`src/hdl/aclasm_pkg.sv`:
```
// ----------------------------------------------------------------------------
// aclasm_pkg
// Shared types and character constants for the command line assembler.
// ----------------------------------------------------------------------------
package aclasm_pkg;

    // Character classes
    localparam logic [7:0] KEEP_LOW   = 8'd31;   // kept bytes lie above this
    localparam logic [7:0] KEEP_HIGH  = 8'd127;  // and below this
    localparam logic [7:0] UPPER_LOW  = 8'd64;   // upper case lies above this
    localparam logic [7:0] UPPER_HIGH = 8'd91;   // and below this
    localparam logic [7:0] CASE_STEP  = 8'd32;   // upper to lower case offset
    localparam logic [7:0] DOT_CHAR   = 8'h2E;   // '.'
    localparam logic [7:0] NUL_CHAR   = 8'h00;

    // Controller states, one-hot
    typedef enum logic [2:0] {
        S_IDLE = 3'b001,
        S_READ = 3'b010,
        S_SEND = 3'b100
    } state_t;

    // Controller to datapath
    typedef struct packed {
        logic accept;   // input beat taken this cycle
        logic rd;       // read line store at current position
        logic step;     // output beat taken, advance position
    } cmd_t;

    // Datapath to controller
    typedef struct packed {
        logic line_end; // current input byte closes the line
        logic last_pos; // position is the final one of the line
    } sts_t;

endpackage

```
`src/hdl/aclasm_ctrl.sv`:
```
// ----------------------------------------------------------------------------
// aclasm_ctrl
// Sequencer: takes bytes while idle, then reads out the line one beat at a
// time (store read, then output beat).
// ----------------------------------------------------------------------------
module aclasm_ctrl
(
    input  logic              clk,
    input  logic              rst_n,
    input  logic              rx_valid,
    output logic              rx_stall,
    output logic              line_valid,
    input  logic              line_stall,
    input  aclasm_pkg::sts_t  sts,
    output aclasm_pkg::cmd_t  cmd
);
    import aclasm_pkg::*;

    state_t state_reg;
    state_t state_next;

    // State register
    always_ff @(posedge clk or negedge rst_n)
    begin
        if (!rst_n)
        begin
            state_reg <= S_IDLE;
        end
        else
        begin
            state_reg <= state_next;
        end
    end

    // Next state and commands
    always_comb
    begin
        state_next = state_reg;
        cmd        = '0;
        rx_stall   = 1'b1;
        line_valid = 1'b0;
        unique case (state_reg)
            S_IDLE:
            begin
                rx_stall   = 1'b0;
                cmd.accept = rx_valid;
                if (rx_valid && sts.line_end)
                begin
                    state_next = S_READ;
                end
            end
            S_READ:
            begin
                cmd.rd     = 1'b1;
                state_next = S_SEND;
            end
            S_SEND:
            begin
                line_valid = 1'b1;
                if (!line_stall)
                begin
                    cmd.step   = 1'b1;
                    state_next = sts.last_pos ? S_IDLE : S_READ;
                end
            end
            default:
            begin
                state_next = S_IDLE;
            end
        endcase
    end

endmodule

```
`src/hdl/aclasm_dp.sv`:
```
// ----------------------------------------------------------------------------
// aclasm_dp
// Datapath: byte filter and case fold, line store, fill count and readout
// position.
// ----------------------------------------------------------------------------
module aclasm_dp
#(
    parameter int LINE_LEN = 32
)
(
    input  logic              clk,
    input  logic              rst_n,
    input  logic [7:0]        rx_byte,
    input  aclasm_pkg::cmd_t  cmd,
    output aclasm_pkg::sts_t  sts,
    output logic [7:0]        line_char,
    output logic              line_last
);
    import aclasm_pkg::*;

    localparam int ADDR_W = (LINE_LEN > 1) ? $clog2(LINE_LEN) : 1;
    localparam int CNT_W  = $clog2(LINE_LEN + 1);

    logic [7:0]        store_mem [LINE_LEN];
    logic [7:0]        rd_data_reg;
    logic [CNT_W-1:0]  fill_reg;
    logic [CNT_W-1:0]  fill_next;
    logic [ADDR_W-1:0] pos_reg;
    logic [ADDR_W-1:0] pos_next;

    logic              keep;
    logic              upper;
    logic [7:0]        folded;
    logic              is_last_slot;

    // Byte classification and case fold
    assign keep   = (rx_byte > KEEP_LOW) && (rx_byte < KEEP_HIGH);
    assign upper  = (rx_byte > UPPER_LOW) && (rx_byte < UPPER_HIGH);
    assign folded = upper ? (rx_byte + CASE_STEP) : rx_byte;

    // Fill count is always below LINE_LEN while bytes are taken
    assign is_last_slot = (fill_reg == CNT_W'(LINE_LEN - 1));

    assign sts.line_end = (keep && (is_last_slot || folded == DOT_CHAR))
                          || (rx_byte == NUL_CHAR);
    assign sts.last_pos = (pos_reg == ADDR_W'(LINE_LEN - 1));

    // Counters
    always_comb
    begin
        fill_next = fill_reg;
        pos_next  = pos_reg;
        if (cmd.accept && keep)
        begin
            fill_next = fill_reg + CNT_W'(1);
        end
        if (cmd.step)
        begin
            if (sts.last_pos)
            begin
                pos_next  = '0;
                fill_next = '0;
            end
            else
            begin
                pos_next = pos_reg + ADDR_W'(1);
            end
        end
    end

    always_ff @(posedge clk or negedge rst_n)
    begin
        if (!rst_n)
        begin
            fill_reg <= '0;
            pos_reg  <= '0;
        end
        else
        begin
            fill_reg <= fill_next;
            pos_reg  <= pos_next;
        end
    end

    // Line store: write on kept byte, registered read at readout position
    always_ff @(posedge clk)
    begin
        if (cmd.accept && keep)
        begin
            store_mem[fill_reg[ADDR_W-1:0]] <= folded;
        end
        if (cmd.rd)
        begin
            rd_data_reg <= store_mem[pos_reg];
        end
    end

    // Output beat: stored byte or zero padding
    assign line_char = (CNT_W'(pos_reg) < fill_reg) ? rd_data_reg : 8'd0;
    assign line_last = sts.last_pos;

endmodule

```
`src/hdl/ascii_command_line_assembler_unit.sv`:
```
// ----------------------------------------------------------------------------
// ascii_command_line_assembler_unit
// Collects printable bytes (upper case folded to lower) into a line and,
// at a line end, sends the whole line padded with zeros to LINE_LEN bytes.
//
//   channel | direction | handshake             | payload
//   rx      | in        | rx_valid / rx_stall   | rx_byte
//   line    | out       | line_valid / line_stall | line_char, line_last
//
// A byte that does not end a line is taken without stalling the input.
// A line end is followed by LINE_LEN beats, each a store read and then an output beat.
// No input is taken during readout; rx_stall is high from the line end
// through the cycle of the last beat.
// Reset clears the fill count, readout position and sequencer; the line
// store is not cleared and needs no clearing pass.
// ----------------------------------------------------------------------------
module ascii_command_line_assembler_unit
#(
    parameter int LINE_LEN = 32
)
(
    input  logic       clk,
    input  logic       rst_n,
    input  logic       rx_valid,
    output logic       rx_stall,
    input  logic [7:0] rx_byte,
    output logic       line_valid,
    input  logic       line_stall,
    output logic [7:0] line_char,
    output logic       line_last
);
    import aclasm_pkg::*;

    cmd_t cmd;
    sts_t sts;

    aclasm_ctrl u_ctrl
    (
        .clk        (clk),
        .rst_n      (rst_n),
        .rx_valid   (rx_valid),
        .rx_stall   (rx_stall),
        .line_valid (line_valid),
        .line_stall (line_stall),
        .sts        (sts),
        .cmd        (cmd)
    );

    aclasm_dp
    #(
        .LINE_LEN (LINE_LEN)
    )
    u_dp
    (
        .clk        (clk),
        .rst_n      (rst_n),
        .rx_byte    (rx_byte),
        .cmd        (cmd),
        .sts        (sts),
        .line_char  (line_char),
        .line_last  (line_last)
    );

endmodule

```
`config.mk`:
```
export PLATFORM = sky130hd
export DESIGN_NAME = ascii_command_line_assembler_unit
export DESIGN_NICKNAME = d
export VERILOG_FILES = /design/src/hdl/aclasm_pkg.sv /design/src/hdl/aclasm_ctrl.sv /design/src/hdl/aclasm_dp.sv /design/src/hdl/ascii_command_line_assembler_unit.sv
export SDC_FILE = /design/constraint.sdc
export NUM_CORES = 1
export LEC_CHECK = 0
export BUFFER_PORTS_ARGS = -buffer_cell sky130_fd_sc_hd__buf_2
export CAP_MARGIN = 10
export CORE_ASPECT_RATIO = 1.2
export CORE_UTILIZATION = 50
export DETAILED_ROUTE_END_ITERATION = 16
export HOLD_SLACK_MARGIN = 0.08
export PLACE_DENSITY = 0.76
export SLEW_MARGIN = 20
export SYNTH_ARGS = -nofsm -noshare
export SYNTH_HDL_FRONTEND = slang
export SYNTH_SLANG_ARGS = --single-unit
```
`constraint.sdc`:
```
create_clock -name clk -period 2.4 [get_ports clk]
set_clock_uncertainty 0.2 [all_clocks]
set_input_delay 0.24 -clock clk [delete_from_list [all_inputs] [get_ports clk]]
set_output_delay 0.24 -clock clk [all_outputs]
set_load 0.03 [all_outputs]
```
Word level (Yosys, flattened, before mapping). Memory sizes are Yosys's and may differ from the RTL's. A register that Yosys moved wholly into a read port is not among the register bits. Cells that the tools add are included.

Add/sub/neg operators: 3. $lt $le $gt $ge: 5. Equality and inequality tests: 8. Multiplexer cells: 18. Reduce and logical (&&, ||, !) cells: 9.

Operators with widths (count): $mux W6 (3); $lt A8 B7 Y1 const B (2); $mux W8 (2); $pmux W3 S3 (1); $add A8 B6 Y8 const B (1); $eq A8 B6 Y1 const B (1); $gt A8 B5 Y1 const B (1); $gt A8 B7 Y1 const B (1); $logic_not A8 Y1 (1); $mux W1 (8); $add A6 B1 Y6 const B (1); $eq A6 B5 Y1 const B (1); $lt A5 B6 Y1 (1); $mux W3 (2); $add A5 B1 Y5 const B (1); $eq A5 B5 Y1 const B (1); $logic_and A1 B1 Y1 (5); $mux W5 (1); $eq A3 B1 Y1 const B (1); $eq A3 B2 Y1 const B (1); $eq A3 B3 Y1 const B (1); $logic_or A1 B1 Y1 (2); $mux W2 (1); $ne A2 B1 Y1 const B (1); other kinds (2) (2).

Register bits after elaboration: 14. Bits in writable memories: 256. Bits of input ports: 12. Logic and storage cells: 47. Memories: 1.

Memory list: u_dp.store_mem (words 32, bits a word 8, read ports 1, clocked after memory_dff 1, wr ports 1, line aclasm_dp.sv:24) `logic [7:0] store_mem [LINE_LEN];`.

Longest topological paths before layout. Gate-level depths: netlist of run 1.

Depth after elaboration: 10. Mapped depth: 7.

Hierarchy. From an unflattened synthesis of run 1, not the netlist that was laid out.

Cells, all modules: 603. Area, all modules: 11263.3 um^2.

By module, submodules not included: aclasm_dp (instances 1, cells an instance 584, area each 11083.1 um^2, seq. area each 8202.9 um^2); aclasm_ctrl (instances 1, cells an instance 19, area each 180.2 um^2, seq. area each 76.3 um^2).

Worst setup path after synthesis of run 1. OpenSTA, ideal clock, no wires.

Path type: register to output. From: reg u_dp.fill_reg[3]. To: out line_char[0]. Data arrival time: 2.061 ns. Data required time: 1.960 ns. Setup slack: -0.101 ns. Stages on the path, launching flop included: 7. Path through: dfrtp_1 > clkbuf_1 > inv_1 > ha_1 > and3b_1 > buf_1 > a211oi_1.

Longest elaborated chain between the ends: 2.

RTL lines: from (decl) (line aclasm_dp.sv:26) `logic [CNT_W-1:0] fill_reg;`; from (signal assigned) (line aclasm_dp.sv:80) `fill_reg <= fill_next;`; $lt A5 B6 Y1 (line aclasm_dp.sv:99) `assign line_char = (CNT_W'(pos_reg) < fill_reg) ? rd_data_reg : 8'd0;`; $mux W8 (line aclasm_dp.sv:99); to (decl) (line ascii_command_line_assembler_unit.sv:29) `output logic [7:0] line_char,`.

Every way passes these cells.

Worst setup path after layout of run 1.
From: reg u_dp.pos_reg[1]. To: out line_char[4].

Longest elaborated chain between the ends: 2.

RTL lines: from (decl) (line aclasm_dp.sv:28) `logic [ADDR_W-1:0] pos_reg;`; from (signal assigned) (line aclasm_dp.sv:81) `pos_reg <= pos_next;`; $lt A5 B6 Y1 (line aclasm_dp.sv:99); $mux W8 (line aclasm_dp.sv:99).

Every way passes these cells.

==> results of run 1 <==
[metrics by stage]
step | hold WS [ns] | setup TNS (ns) | worst slack (ns) | std cells | area (um2)
floorplan | -0.2556 | -0.8046 | -0.1006 | 664 | 11430
global placement | -0.05172 | -1.349 | -0.05839 | 1001 | 12320
detailed placement | -0.04287 | -7.156 | -0.1774 | 1001 | 12320
CTS | 0.1233 | -3.008 | -0.1729 | 1060 | 13420
global route | 0.1303 | -2.995 | -0.2138 | 1073 | 13630
finish | 0.1165 | -1.501 | -0.1794 | 1073 | 13630
[worst max path at each step]
| stage | to | slack (ns) | cells past startpoint |
|---|---|---|---|
| floorplan | line_char[0] | -0.10 | 6 |
| global placement | u_dp.store_mem[21][6]$_DFFE_PP_ | -0.06 | 4 |
| detailed placement | u_dp.store_mem[21][6]$_DFFE_PP_ | -0.18 | 4 |
| CTS | line_char[3] | -0.17 | 5 |
| global route | line_char[4] | -0.21 | 6 |
| finish | line_char[4] | -0.18 | 5 |
[metal layers]
metal / wire length, um / vias up / GRT usage, %
met1: 9555 / 3336 / 27.31
li1: - / 2887 / -
met2: 14090 / 325 / 41.57
met4: 978 / 0 / 8.313
met3: 1719 / 74 / 2.860
met5: 0 / - / 0
[report_power, final]
group / switching [mW] / internal [mW]
clock: 1.66 / 2.22
sequential: 0.105 / 5.49
combinational: 2.18 / 1.78
total: 3.95 / 9.49
[timing repair]
action                                  in CTS  in global routing
endpoints found under the setup margin     140                250
gates resized for setup                     47                 20
pin swaps                                    4                 10
endpoints found under the hold margin       44                  4
setup buffers                                5                 14
hold buffers                                10                  1
[synthesized netlist by cell type (2+ instances only)]
| cell type | instances |
|---|---|
| edfxtp_1 | 264 |
| mux2i_1 | 66 |
| nor2_1 | 39 |
| nand3_1 | 36 |
| a22oi_1 | 32 |
| mux4_2 | 25 |
| inv_1 | 22 |
| nand2_1 | 22 |
| buf_2 | 15 |
| dfrtp_1 | 13 |
| clkbuf_1 | 11 |
| ha_1 | 11 |
| a211oi_1 | 8 |
| a21oi_1 | 8 |
| a221oi_1 | 8 |
| a22o_1 | 8 |
| o21ai_0 | 8 |
| mux4_1 | 7 |
| a21o_1 | 4 |
| nand2b_1 | 4 |
| nand3_2 | 4 |
| nor2b_1 | 4 |
| o31ai_1 | 4 |
| buf_1 | 3 |
| nand4_1 | 3 |
| nor3_1 | 3 |
| nor4_1 | 3 |
| or4_1 | 3 |
| and3_1 | 2 |
| and3b_1 | 2 |
| buf_6 | 2 |
| nor3b_1 | 2 |
[cell families after synthesis]
logic type      after synthesis  synth area share [%]
compound gates               88                 5.848
buf+inv                      54                 2.102
flops                       278                 72.46
simple gates                135                 6.067
fa+ha+maj                    11                 1.205
mux                          98                 12.32
[critical path, delay by kind of cell, from the launching register on]
family | cells | cell delay (ns)
AO/OA/AOI/OAI | 3 | 0.67
adder cells (fa/ha/maj) | 1 | 0.23
buffers and inverters | 1 | 0.20
flip-flops | 1 | 0.52
[final cells by class]
class	instances	share of cell area, %
clock buffer	27	4.646
clock inverter	17	1.139
inverter	22	0.6060
multi-input combinational	332	22.96
sequential	278	60.82
tap	279	2.562
timing repair buffer	118	7.263
==> flow_summary.yaml, run 1 <==
outcome:
  status: "complete, but fails checks"
  violations: "negative setup slack"
layout:
  layout_commonest_cell: "edfxtp_1"
  utilization_pct: 60.71
  drive_above_1_share_pct: 28.21
  fillerInstances: 1544
  nNetsFinal: 800
  seqCellArea_um2: 8288
  area.growth.synth_to_final_pct: 19.26
  multi_input_area_um2: 3129
  final_cell_mix: "edfxtp_1 (264), buf_4 (85), mux2i_1 (66)"
  largest_register_ff_count: 256
  num_antenna_cells: 0
clock_network:
  numCtsBuffers: 25
  cts.sinks: 278
  worstSkewPairLatency_ns: 0.52
  cts_tree: "yes"
  clockBufferDepth: 3
  cts_max_level: 1
  path_clk_slew_ns: 0.07
  cts-root-buf: "clkbuf_16"
global_route:
  overflow: 0
  grt_first_pass_wirelength_mm: 39.50
  antenna_found_initial: 0
  grt_usage_pct: 22.67
  grt_pass1_vias: 6697
  grt_max_degree: 45
routing:
  routed_wl_mm: 26.35
  first_iter_violations: 522
  vias: 6622
  drc: 0
  first_pass_iters: 5
  ant_nets: 0
  post_drt_wl_per_cell_um: 24.56
  routed_via_density: 6.171
timing:
  worst_slew_pin_slew_ns: 1.111
  finalSetupViolCount: 18
  finalCriticalPeriod_ns: 2.579
  fin_crit_sh_pct: 107.5
  rsz0062_at_grt: "yes"
  report.final.slew_viol_count: 0
  setup_ws_ns: -0.1794
  fmax_ghz: 0.3877
  finalHoldViolations: 0
  relSlewSlack_pct: 25.68
synthesis:
  synthFlopType: "edfxtp_1"
  synth.distinct_cells: 50
  synth-seq-cells: 278
  synth_top_area_cell: "edfxtp_1"
  syn_avg_cell_area_um2: 17.21
  syn_inst: 664
  yosys_warnings: 0
  yosysSeqAreaShare_pct: 72.46
  synth_top_area_share_pct: 69.38
  syn-cell-area_um2: 11430
  synth-edff-count: 264
  synthesis.nets: 687
  synthArstFlopShare_pct: 5.036
  synth_area_leaders: "edfxtp_1 (69%), mux2i_1 (5.8%), mux4_2 (4.9%), dfrtp_1 (2.8%), a22oi_1 (2.1%)"
worst_setup_path:
  setup.worst_path.start: "u_dp.pos_reg[1]$_DFFE_PN0P_"
  rr_startpoint: "u_ctrl.state_reg[0]$_DFFE_PN1P_"
  reg2reg_setup_slack_ns: -0.01
  rr_endpoint: "u_dp.store_mem[1][6]$_DFFE_PP_"
  cp_max_fo: 8
  cpPeakStageDelay_ns: 0.52
  reg2reg_depth: 7
  crit_required_ns: 1.96
  critPathLaunchType: "flip-flop"
  worst-setup-path-type: "flip-flop to output pin"
  cp_slowest_cell: "dfrtp_4"
  worstPathArrival_ns: 2.14
  crit_path_cell_trace: "ha_4 -> a21o_1 -> a21o_4 -> a211oi_2 -> buf_4"
  end_kind: "output pin"
place:
  gp_congestion: 0.8829
  hpwl_mm: 16.77
  port_buffers: 22
min_path:
  min_from: "rx_byte[3]"
  min_to: "u_dp.store_mem[29][3]$_DFFE_PP_"
  holdPathStages: 2
  timing.hold.worst.class: "primary input to flip-flop"
die:
  num_rows: 60
  core_area_um2: 22450
  die_y_um: 167.6
  ios: 23
  dieArea_um2: 23460
  die_w_um: 140.0
  initial_core_util_pct: 50.90
power:
  peakVddDrop_v: 0.0005387
  power_mw: 13.44
  leakagePower_nw: 4.506
  power_density_nw_per_um2: 986.4
job:
  max-cap-violations: 0
No activity file was read; power rests on OpenSTA's default activity.
==> run 2: changes to the inputs <==
--- a/config.mk
+++ b/config.mk
@@ -9,6 +9,7 @@
 export CAP_MARGIN = 10
 export CORE_ASPECT_RATIO = 1.2
 export CORE_UTILIZATION = 50
+export CTS_BUF_LIST = sky130_fd_sc_hd__clkbuf_4 sky130_fd_sc_hd__clkbuf_8 sky130_fd_sc_hd__clkbuf_16
 export DETAILED_ROUTE_END_ITERATION = 16
 export HOLD_SLACK_MARGIN = 0.08
 export PLACE_DENSITY = 0.76
==> flow_summary.yaml, run 2 (synthesized netlist as in run 1, its figures left out) <==
layout:
  instances_no_fill: 1073
  fillerInstances: 1544
  num_antenna_cells: 0
  utilization_pct: 60.74
  drive_above_1_share_pct: 28.46
  nNetsFinal: 800
  largest_register_ff_count: 256
  seqCellArea_um2: 8288
  area.growth.synth_to_final_pct: 19.33
  multi_input_area_um2: 3129
  final_cell_mix: "edfxtp_1 (264), buf_4 (85), mux2i_1 (66)"
  layout_commonest_cell: "edfxtp_1"
worst_setup_path:
  crit_path_cell_trace: "inv_2 -> ha_4 -> a21o_1 -> a21o_4 -> a211oi_2 -> buf_4"
  reg2reg_setup_slack_ns: -0.01
  crit_required_ns: 1.96
  critPathLaunchType: "flip-flop"
  cp_slowest_cell: "dfrtp_2"
  path_depth: 6
  cpPeakStageDelay_ns: 0.43
  reg2reg_depth: 7
  cp.buffers_inverters: 2
  worstSetupEndpoint: "line_char[4]"
  worstPathArrival_ns: 2.14
  rr_endpoint: "u_dp.store_mem[1][6]$_DFFE_PP_"
  setup.worst_path.start: "u_dp.fill_reg[1]$_DFF_PN0_"
  cp_max_fo: 8
  rr_startpoint: "u_ctrl.state_reg[0]$_DFFE_PN1P_"
  critical-path-top-delay-family: "compound AO/OA/AOI/OAI gates"
  worst-setup-path-type: "flip-flop to output pin"
  end_kind: "output pin"
clock_network:
  cts-root-buf: "clkbuf_16"
  cts_tree: "yes"
  numCtsBuffers: 25
  cts_max_level: 1
  worstSkewPairLatency_ns: 0.52
  path_clk_slew_ns: 0.07
  clockBufferDepth: 3
  cts.sinks: 278
outcome:
  violations: "negative setup slack"
  status: "complete, but fails checks"
place:
  hpwl_mm: 16.77
  gp_congestion: 0.8829
  placedCellCount: 1001
  port_buffers: 22
timing:
  relSlewSlack_pct: 25.94
  rsz0062_at_grt: "yes"
  report.final.slew_viol_count: 0
  finalCriticalPeriod_ns: 2.579
  fin_crit_sh_pct: 107.4
  finalHoldViolations: 0
  setup_ws_ns: -0.1786
  hold_slack_ns: 0.1170
  finalSetupViolCount: 18
  worst_slew_pin_slew_ns: 1.107
  fmax_ghz: 0.3878
die:
  num_rows: 60
  core_area_um2: 22450
  die_w_um: 140.0
  die_y_um: 167.6
  ios: 23
  dieArea_um2: 23460
  initial_core_util_pct: 50.90
power:
  power_mw: 13.47
  leakagePower_nw: 4.513
  peakVddDrop_v: 0.0005394
  power_density_nw_per_um2: 987.6
global_route:
  grt_pass1_vias: 6697
  grt_max_degree: 45
  grt_usage_pct: 22.67
  grt_first_pass_wirelength_mm: 39.50
  antenna_found_initial: 0
  overflow: 0
min_path:
  timing.hold.worst.class: "primary input to flip-flop"
routing:
  routed_via_density: 6.177
  post_drt_wl_per_cell_um: 24.57
  routed_wl_mm: 26.36
  vias: 6628
  first_iter_violations: 535
  drc: 0
  ant_nets: 0
  first_pass_iters: 7
job:
  max-cap-violations: 0
run 2: worst register-to-register path, delay by kind of cell (launching register included):
family / cells / cell delay (ns)
AOI/OAI and AO/OA: 1 / 0.30
and+or+nand+nor: 3 / 0.54
DFF: 1 / 0.54
buffers and inverters: 3 / 0.52
run 2: area by class of cell:
cell class | instances | share of cell area [%]
inverters | 22 | 0.6057
flip-flops and latches | 278 | 60.79
repair buffers | 118 | 7.259
clock buffers | 27 | 4.699
well taps | 279 | 2.560
multi-input cells | 332 | 22.95
clock inverters | 17 | 1.138
run 2: per-layer routing:
metal	share of wire [%]	vias to the layer above	global-route usage [%]
met4	3.6	0	8.313
met3	6.7	68	2.860
met5	0	-	0
met2	54	331	41.57
li1	-	2889	-
met1	36	3340	27.31
run 2: worst min-delay path by stage:
stage,startpoint,to,slack (ns),cells past startpoint
floorplan,rst_n,u_ctrl.state_reg[1]$_DFFE_PN0P_,-0.26,0
global placement,rst_n,u_ctrl.state_reg[1]$_DFFE_PN0P_,-0.05,1
detailed placement,rst_n,u_ctrl.state_reg[1]$_DFFE_PN0P_,-0.04,1
CTS,rx_byte[6],u_ctrl.state_reg[1]$_DFFE_PN0P_,0.12,4
global route,rx_byte[2],u_dp.store_mem[5][2]$_DFFE_PP_,0.13,2
finish,rx_byte[2],u_dp.store_mem[5][2]$_DFFE_PP_,0.12,2
run 2: repair_timing:
item | in CTS | in global routing
gates resized for setup | 47 | 20
pin swaps | 4 | 10
endpoints found under the hold margin | 44 | 4
setup endpoints to repair | 140 | 250
hold buffers | 10 | 1
setup buffers | 5 | 14
run 2: where the power goes:
part	total, mW	switching, mW	internal (mW)
registers	5.60	0.105	5.49
clock network	3.90	1.66	2.24
logic	3.97	2.18	1.78
total	13.5	3.95	9.52
run 2: per-stage QoR:
stage	TNS [ns]	worst slack, ns	area [um2]
after floorplan	-0.8046	-0.1006	11430
after global routing	-2.995	-0.2138	13630
final	-1.447	-0.1786	13630
after global placement	-1.349	-0.05839	12320
after CTS	-3.008	-0.1729	13430
after detailed placement	-7.156	-0.1774	12320
==> run 3: changes to the inputs <==
--- a/config.mk
+++ b/config.mk
@@ -8,11 +8,11 @@
 export BUFFER_PORTS_ARGS = -buffer_cell sky130_fd_sc_hd__buf_2
 export CAP_MARGIN = 10
 export CORE_ASPECT_RATIO = 1.2
-export CORE_UTILIZATION = 50
+export CORE_UTILIZATION = 37
 export CTS_BUF_LIST = sky130_fd_sc_hd__clkbuf_4 sky130_fd_sc_hd__clkbuf_8 sky130_fd_sc_hd__clkbuf_16
 export DETAILED_ROUTE_END_ITERATION = 16
 export HOLD_SLACK_MARGIN = 0.08
-export PLACE_DENSITY = 0.76
+export PLACE_DENSITY = 0.62
 export SLEW_MARGIN = 20
 export SYNTH_ARGS = -nofsm -noshare
 export SYNTH_HDL_FRONTEND = slang
==> flow_summary.yaml, run 3 (synthesized netlist as in run 1, its figures left out) <==
worst_setup_path:
  critPathLaunchType: "flip-flop"
  reg2reg_setup_slack_ns: 0.02
  reg2reg_depth: 6
  cp_max_fo: 8
  crit_required_ns: 1.96
  worstPathArrival_ns: 2.12
  rr_endpoint: "u_dp.rd_data_reg[0]$_DFFE_PP_"
  end_kind: "output pin"
  worst-setup-path-type: "flip-flop to output pin"
  rr_startpoint: "u_dp.pos_reg[0]$_DFFE_PN0P_"
  cpPeakStageDelay_ns: 0.50
  cp_slowest_cell: "dfrtp_4"
  crit_path_cell_trace: "ha_4 -> a21o_1 -> a21o_4 -> a211oi_2 -> buf_4"
timing:
  relSlewSlack_pct: 43.40
  rsz0062_at_grt: "yes"
  finalSetupViolCount: 9
  fin_crit_sh_pct: 106.7
  fmax_ghz: 0.3906
  worst_slew_pin_slew_ns: 0.8471
  setup_ws_ns: -0.1601
  tns_ns: -1.315
  hold_slack_ns: 0.06114
  report.final.slew_viol_count: 0
  finalHoldViolations: 0
  finalCriticalPeriod_ns: 2.560
clock_network:
  cts_max_level: 1
  cts_tree: "yes"
  clockBufferDepth: 3
  cts-root-buf: "clkbuf_16"
  path_clk_slew_ns: 0.07
  worstSkewPairLatency_ns: 0.53
  numCtsBuffers: 26
  cts.sinks: 278
outcome:
  violations: "negative setup slack"
  status: "complete, but fails checks"
routing:
  first_iter_violations: 465
  post_drt_wl_per_cell_um: 21.93
  routed_via_density: 5.228
  first_pass_iters: 5
  ant_nets: 0
  vias: 6284
  routed_wl_mm: 26.37
  drc: 0
layout:
  nNetsFinal: 811
  fillerInstances: 2538
  layout_commonest_cell: "edfxtp_1"
  utilization_pct: 46.46
  final_cell_mix: "edfxtp_1 (264), buf_4 (82), mux2i_1 (66)"
  largest_register_ff_count: 256
  num_antenna_cells: 0
  area.growth.synth_to_final_pct: 23.57
  drive_above_1_share_pct: 31.39
place:
  port_buffers: 22
  gp_congestion: 0.8247
  hpwl_mm: 17.21
  pre_cts_ws_ns: -0.4028
min_path:
  min_from: "rx_byte[2]"
  min_to: "u_dp.store_mem[10][2]$_DFFE_PP_"
  timing.hold.worst.class: "primary input to flip-flop"
  holdPathStages: 2
power:
  peakVddDrop_v: 0.0005956
  power_mw: 13.60
  leakagePower_nw: 4.603
  power_density_nw_per_um2: 963.2
global_route:
  grt_max_degree: 35
  overflow: 0
  grt_pass1_vias: 6438
  grt_usage_pct: 17.10
  grt_first_pass_wirelength_mm: 40.01
  antenna_found_initial: 0
die:
  initial_core_util_pct: 37.60
  ios: 23
  die_y_um: 194.5
  die_w_um: 162.4
  dieArea_um2: 31590
  core_area_um2: 30390
  num_rows: 70
job:
  max-cap-violations: 0
## run 3: what timing repair did
| action | in CTS | in global routing |
|---|---|---|
| setup endpoints to repair | 249 | 178 |
| pin swaps | 8 | 14 |
| gates resized for setup | 81 | 29 |
| hold buffers | 8 | 0 |
| setup buffers | 7 | 9 |
| gates cloned | 2 | 1 |
| hold endpoints to repair | 47 | 0 |
## run 3: per-stage QoR
stage / instances / cell area [um2]
global route: 1202 / 14120
detailed placement: 1131 / 12590
global placement: 1131 / 12590
finish: 1202 / 14120
floorplan: 664 / 11430
CTS: 1194 / 13940
## run 3: layer usage
metal / track usage [%] / share of wire (%)
met1: 21.57 / 40
met2: 31.10 / 54
met3: 2.155 / 4.2
met4: 3.529 / 1.8
met5: 0 / 0
## run 3: worst max-delay path by stage
| stage | to | slack [ns] | startpoint |
|---|---|---|---|
| after global routing | line_char[0] | -0.20 | u_dp.pos_reg[1]$_DFFE_PN0P_ |
| after global placement | u_dp.store_mem[10][6]$_DFFE_PP_ | -0.31 | u_ctrl.state_reg[0]$_DFFE_PN1P_ |
| after detailed placement | u_dp.store_mem[21][0]$_DFFE_PP_ | -0.40 | u_ctrl.state_reg[0]$_DFFE_PN1P_ |
| after floorplan | line_char[0] | -0.10 | u_dp.fill_reg[3]$_DFF_PN0_ |
| after CTS | line_char[5] | -0.19 | u_dp.pos_reg[1]$_DFFE_PN0P_ |
| final | line_char[0] | -0.16 | u_dp.pos_reg[1]$_DFFE_PN0P_ |
## run 3: layout make-up
class	count	area (um2)	area share, %
flip-flops and latches	278	8284	58.68
multi-input cells	332	3269	23.16
repair buffers	128	1176	8.330
clock buffers	32	701.9	4.972
well taps	396	495.5	3.509
clock inverters	14	108.9	0.7710
inverters	22	82.58	0.5849
## run 3: critical path: cells and delay by family (launching register included)
| kind | cells | cell delay (ns) |
|---|---|---|
| AO/OA/AOI/OAI | 3 | 0.67 |
| flip-flops | 1 | 0.50 |
| buffers and inverters | 1 | 0.19 |
| adder cells (fa/ha/maj) | 1 | 0.22 |
## run 3: power by group
group,leakage [nW],total (mW),switching [mW],internal (mW)
combinational,1.64,4.17,2.24,1.93
clock,0.408,3.87,1.68,2.19
sequential,2.55,5.57,0.0738,5.49
total,4.60,13.6,3.99,9.61
